<file path="src/assert_macros.svh">
// ----------------------------------------------------------------------------
// assert_macros.svh
// Concurrent assertion helpers used by the top-level RTL file.
// ----------------------------------------------------------------------------
`ifndef ASSERT_MACROS_SVH
`define ASSERT_MACROS_SVH

// Antecedent implies consequent in the same cycle, off while in reset.
`define ASSERT_IMPL(lbl, clk, rst, ante, cons) \
   lbl: assert property (@(posedge clk) disable iff (rst) (ante) |-> (cons)) \
      else $error("assertion failed: same-cycle implication");

// Antecedent implies consequent in the next cycle, checked during reset too.
`define ASSERT_NEXT(lbl, clk, ante, cons) \
   lbl: assert property (@(posedge clk) (ante) |=> (cons)) \
      else $error("assertion failed: next-cycle implication");

`endif

</file>
<file path="src/mhtok_pkg.sv">
// ----------------------------------------------------------------------------
// mhtok_pkg
// Shared types and constants of the MIME header tokenizer.
// ----------------------------------------------------------------------------
`timescale 1ns / 1ps

package mhtok_pkg;

   // default depth of the front-to-back queue
   localparam int QueueDepth = 4;

   // token codes on the result channel
   typedef enum logic [2:0] {
      TK_KEY        = 3'd0,
      TK_VAL        = 3'd1,
      TK_FIELD_END  = 3'd2,
      TK_HEADER_END = 3'd3,
      TK_ERR_CR     = 3'd4,
      TK_ERR_KEY    = 3'd5
   } tok_kind_type;

   // one classified request: up to two tokens
   typedef struct packed {
      logic [1:0]   tok_cnt;
      tok_kind_type kind0;
      logic [7:0]   byte0;
      tok_kind_type kind1;
      logic [7:0]   byte1;
   } entry_type;

endpackage

</file>
<file path="src/mhtok_front.sv">
// ----------------------------------------------------------------------------
// mhtok_front
// Accepts header bytes, tracks the parse phase and classifies each request
// into zero, one or two tokens for the queue.
// ----------------------------------------------------------------------------
`timescale 1ns / 1ps

module mhtok_front (
   input  logic                clock,
   input  logic                reset,
   input  logic                push,
   input  logic [7:0]          req_in_byte,
   output logic                full,
   input  logic                q_full,
   output logic                q_push,
   output mhtok_pkg::entry_type q_entry
);
   import mhtok_pkg::*;

   typedef enum logic [2:0] {
      PH_PREKEY = 3'd0,
      PH_KEY    = 3'd1,
      PH_PREVAL = 3'd2,
      PH_VAL    = 3'd3,
      PH_CR     = 3'd4,
      PH_EOL    = 3'd5
   } phase_type;

   localparam logic [7:0] ChCr    = 8'h0D;
   localparam logic [7:0] ChLf    = 8'h0A;
   localparam logic [7:0] ChColon = 8'h3A;
   localparam logic [7:0] ChTab   = 8'h09;
   localparam logic [7:0] ChSpace = 8'h20;

   phase_type  phase_ff, phase_in;
   logic       keyp_ff, keyp_in;
   logic       accept;
   logic       is_ws, is_cr, is_lf, is_colon;
   logic [7:0] low_byte;
   entry_type  ent;

   // A-Z only
   function automatic logic [7:0] to_lower(input logic [7:0] b);
      logic [7:0] r;
      r = b;
      if (b >= 8'h41 && b <= 8'h5A) begin
         r = b + 8'h20;
      end
      return r;
   endfunction

   assign full     = q_full;
   assign accept   = push && !q_full;
   assign is_ws    = (req_in_byte == ChSpace) || (req_in_byte == ChTab);
   assign is_cr    = (req_in_byte == ChCr);
   assign is_lf    = (req_in_byte == ChLf);
   assign is_colon = (req_in_byte == ChColon);
   assign low_byte = to_lower(req_in_byte);

   // phase transition and token classification
   always_comb begin
      phase_in = phase_ff;
      keyp_in  = keyp_ff;
      ent      = '0;
      unique case (phase_ff)
         PH_CR: begin
            if (is_lf) begin
               phase_in = PH_EOL;
            end else begin
               phase_in    = PH_PREKEY;
               keyp_in     = 1'b0;
               ent.tok_cnt = 2'd1;
               ent.kind0   = TK_ERR_CR;
            end
         end
         PH_EOL: begin
            if (is_ws) begin
               phase_in = PH_VAL;
            end else begin
               // pending field end goes first, then the follow-up token
               if (keyp_ff) begin
                  ent.tok_cnt = 2'd1;
                  ent.kind0   = TK_FIELD_END;
                  keyp_in     = 1'b0;
               end
               if (!is_cr) begin
                  if (is_lf) begin
                     phase_in = PH_PREKEY;
                     keyp_in  = 1'b0;
                     if (keyp_ff) begin
                        ent.kind1 = TK_HEADER_END;
                     end else begin
                        ent.kind0 = TK_HEADER_END;
                     end
                  end else begin
                     phase_in = PH_KEY;
                     keyp_in  = 1'b1;
                     if (keyp_ff) begin
                        ent.kind1 = TK_KEY;
                        ent.byte1 = low_byte;
                     end else begin
                        ent.kind0 = TK_KEY;
                        ent.byte0 = low_byte;
                     end
                  end
                  ent.tok_cnt = keyp_ff ? 2'd2 : 2'd1;
               end
            end
         end
         PH_KEY: begin
            if (!is_ws) begin
               if (is_colon) begin
                  phase_in = PH_PREVAL;
               end else begin
                  ent.tok_cnt = 2'd1;
                  ent.kind0   = TK_KEY;
                  ent.byte0   = low_byte;
               end
            end
         end
         PH_PREVAL: begin
            if (!is_ws) begin
               if (is_cr) begin
                  phase_in = PH_CR;
               end else if (is_lf) begin
                  phase_in = PH_EOL;
               end else begin
                  phase_in    = PH_VAL;
                  ent.tok_cnt = 2'd1;
                  ent.kind0   = TK_VAL;
                  ent.byte0   = req_in_byte;
               end
            end
         end
         PH_VAL: begin
            if (is_cr) begin
               phase_in = PH_CR;
            end else if (is_lf) begin
               phase_in = PH_EOL;
            end else begin
               ent.tok_cnt = 2'd1;
               ent.kind0   = TK_VAL;
               ent.byte0   = req_in_byte;
            end
         end
         default: begin
            // pre-key, and any unused phase code
            if (is_ws) begin
               phase_in = PH_PREKEY;
            end else if (is_colon) begin
               phase_in    = PH_PREKEY;
               keyp_in     = 1'b0;
               ent.tok_cnt = 2'd1;
               ent.kind0   = TK_ERR_KEY;
            end else begin
               phase_in    = PH_KEY;
               keyp_in     = 1'b1;
               ent.tok_cnt = 2'd1;
               ent.kind0   = TK_KEY;
               ent.byte0   = low_byte;
            end
         end
      endcase
   end

   assign q_push  = accept && (ent.tok_cnt != 2'd0);
   assign q_entry = ent;

   // parse state
   always_ff @(posedge clock) begin
      if (reset) begin
         phase_ff <= PH_PREKEY;
         keyp_ff  <= 1'b0;
      end else if (accept) begin
         phase_ff <= phase_in;
         keyp_ff  <= keyp_in;
      end
   end

endmodule

</file>
<file path="src/mhtok_queue.sv">
// ----------------------------------------------------------------------------
// mhtok_queue
// Short register queue of classified requests between front and back.
// ----------------------------------------------------------------------------
`timescale 1ns / 1ps

module mhtok_queue #(
   parameter int DEPTH = mhtok_pkg::QueueDepth
) (
   input  logic                 clock,
   input  logic                 reset,
   input  logic                 push,
   input  mhtok_pkg::entry_type push_entry,
   output logic                 q_full,
   input  logic                 q_pop,
   output logic                 q_empty,
   output mhtok_pkg::entry_type q_head
);
   import mhtok_pkg::*;

   localparam int PtrW = (DEPTH > 1) ? $clog2(DEPTH) : 1;
   localparam int CntW = $clog2(DEPTH + 1);
   localparam logic [PtrW-1:0] LastPtr = PtrW'(DEPTH - 1);
   localparam logic [CntW-1:0] FullCnt = CntW'(DEPTH);

   entry_type       slot_ff [DEPTH];
   logic [PtrW-1:0] wr_ptr_ff, wr_ptr_in;
   logic [PtrW-1:0] rd_ptr_ff, rd_ptr_in;
   logic [CntW-1:0] cnt_ff, cnt_in;
   logic            do_push, do_pop;

   assign q_full  = (cnt_ff == FullCnt);
   assign q_empty = (cnt_ff == '0);
   assign q_head  = slot_ff[rd_ptr_ff];
   assign do_push = push && !q_full;
   assign do_pop  = q_pop && !q_empty;

   // pointer and fill count update
   always_comb begin
      wr_ptr_in = wr_ptr_ff;
      rd_ptr_in = rd_ptr_ff;
      cnt_in    = cnt_ff;
      if (do_push) begin
         wr_ptr_in = (wr_ptr_ff == LastPtr) ? '0 : wr_ptr_ff + 1'b1;
      end
      if (do_pop) begin
         rd_ptr_in = (rd_ptr_ff == LastPtr) ? '0 : rd_ptr_ff + 1'b1;
      end
      if (do_push && !do_pop) begin
         cnt_in = cnt_ff + 1'b1;
      end else if (do_pop && !do_push) begin
         cnt_in = cnt_ff - 1'b1;
      end
   end

   always_ff @(posedge clock) begin
      if (reset) begin
         wr_ptr_ff <= '0;
         rd_ptr_ff <= '0;
         cnt_ff    <= '0;
      end else begin
         wr_ptr_ff <= wr_ptr_in;
         rd_ptr_ff <= rd_ptr_in;
         cnt_ff    <= cnt_in;
      end
   end

   // payload storage, no reset
   always_ff @(posedge clock) begin
      if (do_push) begin
         slot_ff[wr_ptr_ff] <= push_entry;
      end
   end

endmodule

</file>
<file path="src/mhtok_back.sv">
// ----------------------------------------------------------------------------
// mhtok_back
// Drains queued requests and presents their tokens one at a time in the
// result register, marking the last token of each request.
// ----------------------------------------------------------------------------
`timescale 1ns / 1ps

module mhtok_back (
   input  logic                 clock,
   input  logic                 reset,
   input  logic                 q_empty,
   input  mhtok_pkg::entry_type q_head,
   output logic                 q_pop,
   input  logic                 pop,
   output logic                 empty,
   output logic [2:0]           rsp_token_kind,
   output logic [7:0]           rsp_token_byte,
   output logic                 rsp_last_of_run
);
   import mhtok_pkg::*;

   logic         valid_ff, valid_in;
   logic         second_ff, second_in;
   tok_kind_type kind_ff, kind_in;
   logic [7:0]   byte_ff, byte_in;
   logic         last_ff, last_in;
   logic         load;

   // result register free or being taken this cycle
   assign load = !q_empty && (!valid_ff || pop);

   always_comb begin
      valid_in  = valid_ff;
      second_in = second_ff;
      kind_in   = kind_ff;
      byte_in   = byte_ff;
      last_in   = last_ff;
      q_pop     = 1'b0;
      if (load) begin
         valid_in = 1'b1;
         if (second_ff) begin
            kind_in   = q_head.kind1;
            byte_in   = q_head.byte1;
            last_in   = 1'b1;
            second_in = 1'b0;
            q_pop     = 1'b1;
         end else if (q_head.tok_cnt == 2'd2) begin
            kind_in   = q_head.kind0;
            byte_in   = q_head.byte0;
            last_in   = 1'b0;
            second_in = 1'b1;
         end else begin
            kind_in = q_head.kind0;
            byte_in = q_head.byte0;
            last_in = 1'b1;
            q_pop   = 1'b1;
         end
      end else if (pop) begin
         valid_in = 1'b0;
      end
   end

   always_ff @(posedge clock) begin
      if (reset) begin
         valid_ff  <= 1'b0;
         second_ff <= 1'b0;
      end else begin
         valid_ff  <= valid_in;
         second_ff <= second_in;
      end
   end

   // result payload, no reset
   always_ff @(posedge clock) begin
      kind_ff <= kind_in;
      byte_ff <= byte_in;
      last_ff <= last_in;
   end

   assign empty           = !valid_ff;
   assign rsp_token_kind  = kind_ff;
   assign rsp_token_byte  = byte_ff;
   assign rsp_last_of_run = last_ff;

endmodule

</file>
<file path="src/mime_header_tokenizer_unit.sv">
// An accepted byte's tokens are queued, then moved into the result register.
// Throughput: one byte per cycle while the queue is not full; the single result
// register sends one token per cycle while pop is asserted, so a byte with two
// tokens keeps it busy while the QUEUE_DEPTH-entry queue absorbs the difference.
// Reset: synchronous, active high; clears parse phase, key flag, queue and result.
// ----------------------------------------------------------------------------
// mime_header_tokenizer_unit
// MIME header tokenizer: front classifier, request queue, token output stage.
// ----------------------------------------------------------------------------
`timescale 1ns / 1ps
`include "assert_macros.svh"

module mime_header_tokenizer_unit #(
   parameter int QUEUE_DEPTH = mhtok_pkg::QueueDepth
) (
   input  logic       clock,
   input  logic       reset,
   input  logic       push,
   input  logic [7:0] req_in_byte,
   output logic       full,
   output logic       empty,
   input  logic       pop,
   output logic [2:0] rsp_token_kind,
   output logic [7:0] rsp_token_byte,
   output logic       rsp_last_of_run
);
   import mhtok_pkg::*;

   logic      q_full, q_push, q_empty, q_pop;
   entry_type q_entry, q_head;
   logic      rsp_is_ctl, rsp_is_key;

   // classifier
   mhtok_front u_front (
      .clock       (clock),
      .reset       (reset),
      .push        (push),
      .req_in_byte (req_in_byte),
      .full        (full),
      .q_full      (q_full),
      .q_push      (q_push),
      .q_entry     (q_entry)
   );

   // request queue
   mhtok_queue #(
      .DEPTH (QUEUE_DEPTH)
   ) u_queue (
      .clock      (clock),
      .reset      (reset),
      .push       (q_push),
      .push_entry (q_entry),
      .q_full     (q_full),
      .q_pop      (q_pop),
      .q_empty    (q_empty),
      .q_head     (q_head)
   );

   // token output stage
   mhtok_back u_back (
      .clock           (clock),
      .reset           (reset),
      .q_empty         (q_empty),
      .q_head          (q_head),
      .q_pop           (q_pop),
      .pop             (pop),
      .empty           (empty),
      .rsp_token_kind  (rsp_token_kind),
      .rsp_token_byte  (rsp_token_byte),
      .rsp_last_of_run (rsp_last_of_run)
   );

   // kind of the token on the result ports
   assign rsp_is_ctl = !empty && (rsp_token_kind != TK_KEY) && (rsp_token_kind != TK_VAL);
   assign rsp_is_key = !empty && (rsp_token_kind == TK_KEY);

   // control tokens carry no character
   `ASSERT_IMPL(a_ctl_byte_zero, clock, reset, rsp_is_ctl, rsp_token_byte == 8'h00)
   // key characters are never upper case letters
   `ASSERT_IMPL(a_key_lower, clock, reset, rsp_is_key, (rsp_token_byte < 8'h41) || (rsp_token_byte > 8'h5A))
   // reset empties the result side
   `ASSERT_NEXT(a_reset_empty, clock, reset, empty)

endmodule
</file>
<file path="config.mk">
export PLATFORM = sky130hd
export DESIGN_NAME = mime_header_tokenizer_unit
export DESIGN_NICKNAME = d
export VERILOG_FILES = /design/src/mhtok_pkg.sv /design/src/mhtok_front.sv /design/src/mhtok_queue.sv /design/src/mhtok_back.sv /design/src/mime_header_tokenizer_unit.sv
export VERILOG_INCLUDE_DIRS = /design/src /design/src/src
export SDC_FILE = /design/constraint.sdc
export NUM_CORES = 1
export LEC_CHECK = 0
export ABC_AREA = 1
export BUFFER_PORTS_ARGS = -buffer_cell sky130_fd_sc_hd__buf_2
export CAP_MARGIN = 20
export CORE_UTILIZATION = 35
export CTS_BUF_LIST = sky130_fd_sc_hd__clkbuf_4
export DETAILED_ROUTE_END_ITERATION = 10
export MAX_ROUTING_LAYER = met4
export PLACE_DENSITY = 0.6
export SETUP_SLACK_MARGIN = 0.05
export SYNTH_ARGS = -nofsm -noshare
export SYNTH_HDL_FRONTEND = slang
export SYNTH_SLANG_ARGS = --single-unit
</file>
<file path="constraint.sdc">
create_clock -name clock -period 4.7 [get_ports clock]
set_clock_uncertainty 0.15 [all_clocks]
set_input_delay 0 -clock clock [delete_from_list [all_inputs] [get_ports clock]]
set_output_delay 0 -clock clock [all_outputs]
set_load 0.05 [all_outputs]
</file>
---- Yosys cells after proc, flatten, opt, wreduce, memory -nomap -nowiden ----
Memory sizes are Yosys's and may differ from the RTL's. A register that Yosys moved wholly into a read port is not among the register bits.
Cells that the tools add are included.
storage, ports and cells
  register bits after elaboration ......... 25
  bits in writable memories ............... 96
  output and inout port bits .............. 14
  logic and storage cells ................. 126
  memories kept ........................... 1
memories
  name             depth  width  read ports  clocked after Yosys merged registers in  write ports  RTL line           text
  u_queue.slot_ff  4      24     1           1                                        1            mhtok_queue.sv:26  entry_type slot_ff [DEPTH];
operators by class
  add/subtract/negate cells ............... 5
  order comparisons ....................... 2
  eq/ne operators ......................... 22
  muxes and demuxes ....................... 63
  bitwise operators ....................... 1
  reductions and logical operators ........ 22
operators by type and width
  kind                   count
  $mux W12               5
  $mux W3                18
  $mux W24               2
  $mux W8                6
  $pmux W8 S5            1
  $pmux W5 S5            1
  $eq A8 B4 Y1 const B   3
  $mux W11               2
  $mux W1                17
  $eq A8 B6 Y1 const B   2
  $pmux W3 S5            1
  $mux W13               1
  $mux W2                6
  $ne A2 B2 Y1 const B   5
  $eq A3 B3 Y1 const B   3
  $add A8 B6 Y8 const B  1
  $ge A8 B7 Y1 const B   1
  $le A8 B7 Y1 const B   1
  $logic_and A1 B1 Y1    8
  $mux W4                2
  $eq A2 B2 Y1 const B   3
  $eq A3 B2 Y1 const B   2
  $reduce_and A6 Y1      1
  $reduce_bool A2 Y1     3
  other kinds (14)       20

---- Logic depth before layout (Yosys ltp) ----
  word-level depth ........................ 15
  mapped depth ............................ 20
  gate-level depth less buffers ........... 20

---- Hierarchy ----
From an unflattened synthesis, not the netlist that was laid out.
unflattened totals
  cells, all modules ...................... 550
  area, all modules ....................... 5806.8 sq um
modules (own cells, without submodules)
  module       times used  cells an instance  area each (sq um)  seq. area each (sq um)
  mhtok_queue  1           303                4230.3             3062.9
  mhtok_front  1           181                965.9              80.1
  mhtok_back   1           66                 610.6              400.4

---- Worst setup path before layout ----
No wires, ideal clock.
  kind .................................... register -> register
  start point ............................. register u_back.valid_ff
  end point ............................... register u_queue.cnt_ff[1]
  library setup time ...................... 120 ps
  arrival ................................. 2569 ps
  data required time ...................... 4430 ps
  path slack .............................. 1860 ps
  cell stages (with the launch flop) ...... 10
  path buffers ............................ 0
  clock period less this slack ............ 2840 ps
  cells stage by stage .................... dfxtp_1 -> inv_1 -> nor2_1 -> a31oi_1 -> nand2_1 -> ha_1 -> inv_1 -> fa_1 -> o21ai_0 -> a21oi_1
between the ends
  longest elaborated chain between the ends .. 8
ends and longest elaborated chain
  item                      RTL line                          text
  start: declaration        mhtok_back.sv:22                  logic valid_ff, valid_in;
  start signal: assignment  mhtok_back.sv:68                  valid_ff <= valid_in;
  $logic_not A1 Y1          n/a
  via empty                 mime_header_tokenizer_unit.sv:21  output logic empty,
  $logic_or A1 B1 Y1        mhtok_back.sv:30                  assign load = !q_empty && (!valid_ff || pop);
  $logic_and A1 B1 Y1       mhtok_back.sv:30
  via u_back.load           mhtok_back.sv:27                  logic load;
  $mux W1                   mhtok_back.sv:39                  if (load) begin
  $logic_and A1 B1 Y1       mhtok_queue.sv:36                 assign do_pop = q_pop && !q_empty;
  $logic_not A1 Y1          mhtok_queue.sv:49                 if (do_push && !do_pop) begin
  $logic_and A1 B1 Y1       mhtok_queue.sv:49
  $mux W3                   mhtok_queue.sv:49
  via u_queue.cnt_in[1]     mhtok_queue.sv:29                 logic [CntW-1:0] cnt_ff, cnt_in;
  end signal: assignment    mhtok_queue.sv:64                 cnt_ff <= cnt_in;
  end: declaration          mhtok_queue.sv:29
The timed path passes the listed nets, and every way through them passes these cells.
A chain may end at the register's enable or synchronous reset.

---- Worst setup path in the final report ----
  start point ............................. input port req_in_byte[5]
  end point ............................... register u_queue.cnt_ff[2]
between the ends
  longest elaborated chain between the ends .. 11
ends and longest elaborated chain
  item                          RTL line                                text
  start: declaration            mime_header_tokenizer_unit.sv:19        input logic [7:0] req_in_byte,
  $eq A8 B4 Y1                  mhtok_front.sv:56                       assign is_lf = (req_in_byte == ChLf);
  $mux W12                      mhtok_front.sv:125, mhtok_front.sv:138
  $mux W12                      mhtok_front.sv:136                      if (is_cr) begin
  $mux W13                      mhtok_front.sv:122                      if (!is_ws) begin
  $pmux W5 S5 (*)               mhtok_front.sv:65                       unique case (phase_ff)
  $reduce_bool A2 Y1 (*)        mhtok_front.sv:166                      assign q_push = accept && (ent.tok_cnt != 2'd0);
  $logic_and A1 B1 Y1 (*)       mhtok_front.sv:166
  $logic_and A1 B1 Y1 (*)       mhtok_queue.sv:35                       assign do_push = push && !q_full;
  via u_queue.do_push           mhtok_queue.sv:30                       logic do_push, do_pop;
  $logic_not A1 Y1              mhtok_queue.sv:51                       end else if (do_pop && !do_push) begin
  $logic_and A1 B1 Y1           mhtok_queue.sv:51
  $reduce_bool A2 Y1 (no line)  n/a
The timed path passes the listed nets; every way through them passes the cells marked *.

==> results.md <==
* DRC Markers at 0
* Crit start category: input pin
* Max Slew Vio Count at 0
* Commonest non-fill, non-tap cell in the layout: nor2_1
* Hold WS at 0.0926 ns
* Root Buffer: clkbuf_4
* CTS clk-pin slew, worst paths at 0.09 ns
* Largest family of logic cells by synthesized area: simple AND/OR/NAND/NOR gates
* Tcrit/Tclk final at 75.4%
* Cells after Synth at 485
* Worst EP arrival at 3.78 ns
* Setup violations, final at 0
* Via density at 4.86
* Buf/Inv on CP at 7
* Fin nets at 557
* Initial core utilization at 35.7%
* Layout cells sized above 1 at 18.8%
* Crit path launch: req_in_byte[5]
* Crit path required time at 4.93 ns
* Antenna violations before repair at 1
* Reg2Reg Depth at 12
* Max stage delay cell, worst path: dlygate4sd3_1
* Delay of the slowest critical-path stage at 0.62 ns
* Final Wtd Congestion at 0.877
* First-pass GRT wire length at 17.4 mm
* Clock Path Buffers at 2
* Io pins at 26
* Pwr Density at 621 mW/mm^2
* Die W at 123 um
* RSZ-0062 raised after global routing: false
* Synth Area in Compound Gates at 10.8%
* Leakage at 2.32 nW
* Crit Path Class: in2reg
* Post-DP HPWL at 6.80 mm
* Post-DP Area at 0.00554 mm^2
* Post_cts resized at 0
* Post-DRT Antenna Nets at 0
* Async set-reset flop share out of synthesis at 0%
* CP top delay family: buffers and inverters
* Post-synth top flop: edfxtp_1
* Post-layout instance area at 0.00601 mm^2
* Final setup TNS at 0 ns
* Number of synthesized flops with an enable pin at 100
* Fillers at 1,392
* CORE AREA at 0.0145 mm^2
* Syn avg cell area at 10.6 um^2
* Synth cell types at 37
* Largest net degree at the start of global routing at 43
* Rows at 44
* Worst setup EP type: flop
* Syn nets at 506
* HP Class: in2reg
* Final Hold Fails at 0
* Max VDD drop at 0.262 mV
* Initial drt markers at 243
* H-tree depth at 4
* CP Max Fanout at 9
* Worst setup margin at 1.16 ns
* Max-Slew Margin vs Limit at 52.5%
* Final wirelength at 10.7 mm
* GRT overflow at 0
* Crit-path cells: dlygate4sd3_1, buf_2, inv_2, nand2_4, dlygate4sd3_1, nor2_8, nand2_4, ha_1, inv_1, nor2_1, nand3_1, nand2_1, nor2_4, nand4_4, nand2_4, inv_2, ha_1, inv_1, fa_1, a21oi_1, o21ai_0, o21ai_0, a21oi_1
* Post-synthesis adder-cell area fraction at 2.33%
* Worst path depth at 23
* Vias in the first global route at 3,432
* Placement Setup Slack at 1.81 ns
* GRT Resource Usage Total at 16.1%
* Die Area at 0.0152 mm^2
* Mapped Area at 0.00516 mm^2
* Synth Area in XOR/XNOR at 0.170%
* Hold depth at 3
* Die extent in y at 123 um
* Worst path most repeated cell: nand2_4
* Setup Fix Bufs, Post-CTS at 0
* Maxcap violations at 0
* Period minus WS final at 3.54 ns
* Clock Latency Late Sink at 0.51 ns
* CTS tree: built
* Outcome: completed
* Commonest non-fill, non-tap cells in the layout: nor2_1, edfxtp_1, nand2_1
* Area Overhead vs Synth at 16.4%
* WL/cell at 14.6 um
* Multiplexer share of the synthesized area at 0%
* Seq cells post-synth at 115
* I/O Buffers at 25
* Num Clock Sinks at 115
* Inserted Clock Buffers at 17
* Seq/Total Area, Yosys at 64.0%
* Max Clock Freq at 282 MHz
* DRT Pass-1 Iters at 4
* Simple-gate share of the synthesized area at 18.2%
* Hold wc startpoint: reset
* Via Count at 3,565
* Synth Warn # at 0
* Worst Max-Slew Pin Slew at 0.712 ns
## cell families (layout without fill, tap and decap cells)
| group | after synthesis | count (layout) |
|---|---|---|
| and+or+nand+nor | 201 | 201 |
| adders and majority gates | 9 | 9 |
| DFF | 115 | 115 |
| other | 0 | 1 |
| buffers and inverters | 62 | 126 |
| AOI/OAI and AO/OA | 97 | 97 |
| xor gates and xnor gates | 1 | 1 |
## report_power, final
group	switching [mW]	leakage [nW]	internal, mW
registers	0.0784	1.06	1.44
clock network	0.346	0.177	0.487
logic	0.993	1.08	0.385
total	1.42	2.32	2.32
## per-layer routing
metal / track usage (%) / vias to the layer above / part of all wire (%)
li1: - / 1789 / -
met1: 21.4 / 1688 / 48
met2: 23.7 / 82 / 46
met3: 3.92 / 6 / 4.8
met4: 5.72 / 0 / 0.88
met5: - / - / 0
## synthesized netlist by cell type, types with 3 or more instances
master	instances	area, um^2
a21oi_1	14	70.1
a31oi_1	12	75.1
clkbuf_1	13	48.8
dfxtp_1	15	300
edfxtp_1	100	3000
ha_1	8	100
inv_1	36	135
inv_2	11	41.3
nand2_1	52	195
nand2_2	4	25.0
nand2_4	8	90.1
nand3_1	8	40.0
nor2_1	109	409
nor2_2	5	31.3
nor3_1	3	15.0
o211ai_1	3	22.5
o21ai_0	48	240
o221ai_1	4	35.0
o22ai_1	10	62.6
## worst paths after layout
kind                          endpoint  slack (ns)
setup / recovery     u_queue.cnt_ff[2]        1.16
hold / removal     u_front.phase_ff[2]        0.09
setup reg to reg     u_queue.cnt_ff[2]        1.80
hold reg to reg   u_queue.rd_ptr_ff[1]        0.39
## final cells by class
type	count	area [um^2]	area share, %
well taps	184	230	3.83
diodes	1	2.50	0.0416
inverters	48	180	3.00
clock buffers	20	150	2.50
clock inverters	12	186	3.10
flip-flops and latches	115	3300	55.0
multi-input cells	308	1640	27.3
repair buffers	46	315	5.25
## flip-flops by register name, summed over array words and instances, names as in the netlist, named ones only
name,cells
u_back.rsp_token_kind,3
u_queue.wr_ptr_ff,2
u_queue.slot_ff,88
u_back.second_ff,1
u_front.phase_ff,3
u_back.rsp_last_of_run,1
u_queue.rd_ptr_ff,2
u_front.keyp_ff,1
u_back.rsp_token_byte,8
u_queue.cnt_ff,3
u_back.valid_ff,1
## stage by stage
stage	utilization [%]	cells	power, mW
final	41.5	734	3.73
after global routing	41.5	734	4.00
after detailed placement	38.3	688	2.94
after CTS	41.5	733	3.78
after floorplan	-	485	2.55
after global placement	38.3	688	2.90
## tightest hold or removal path, stage by stage
cell and delay, ns:
dlygate4sd3_1 0.52, buf_2 0.14, nor2_1 0.05
## repair_timing
action	4_1_cts	5_1_grt
setup endpoints to repair	0	0
hold buffers	13	0
endpoints found under the hold margin	89	0
Note: power is estimated with default switching activity, not from simulation.
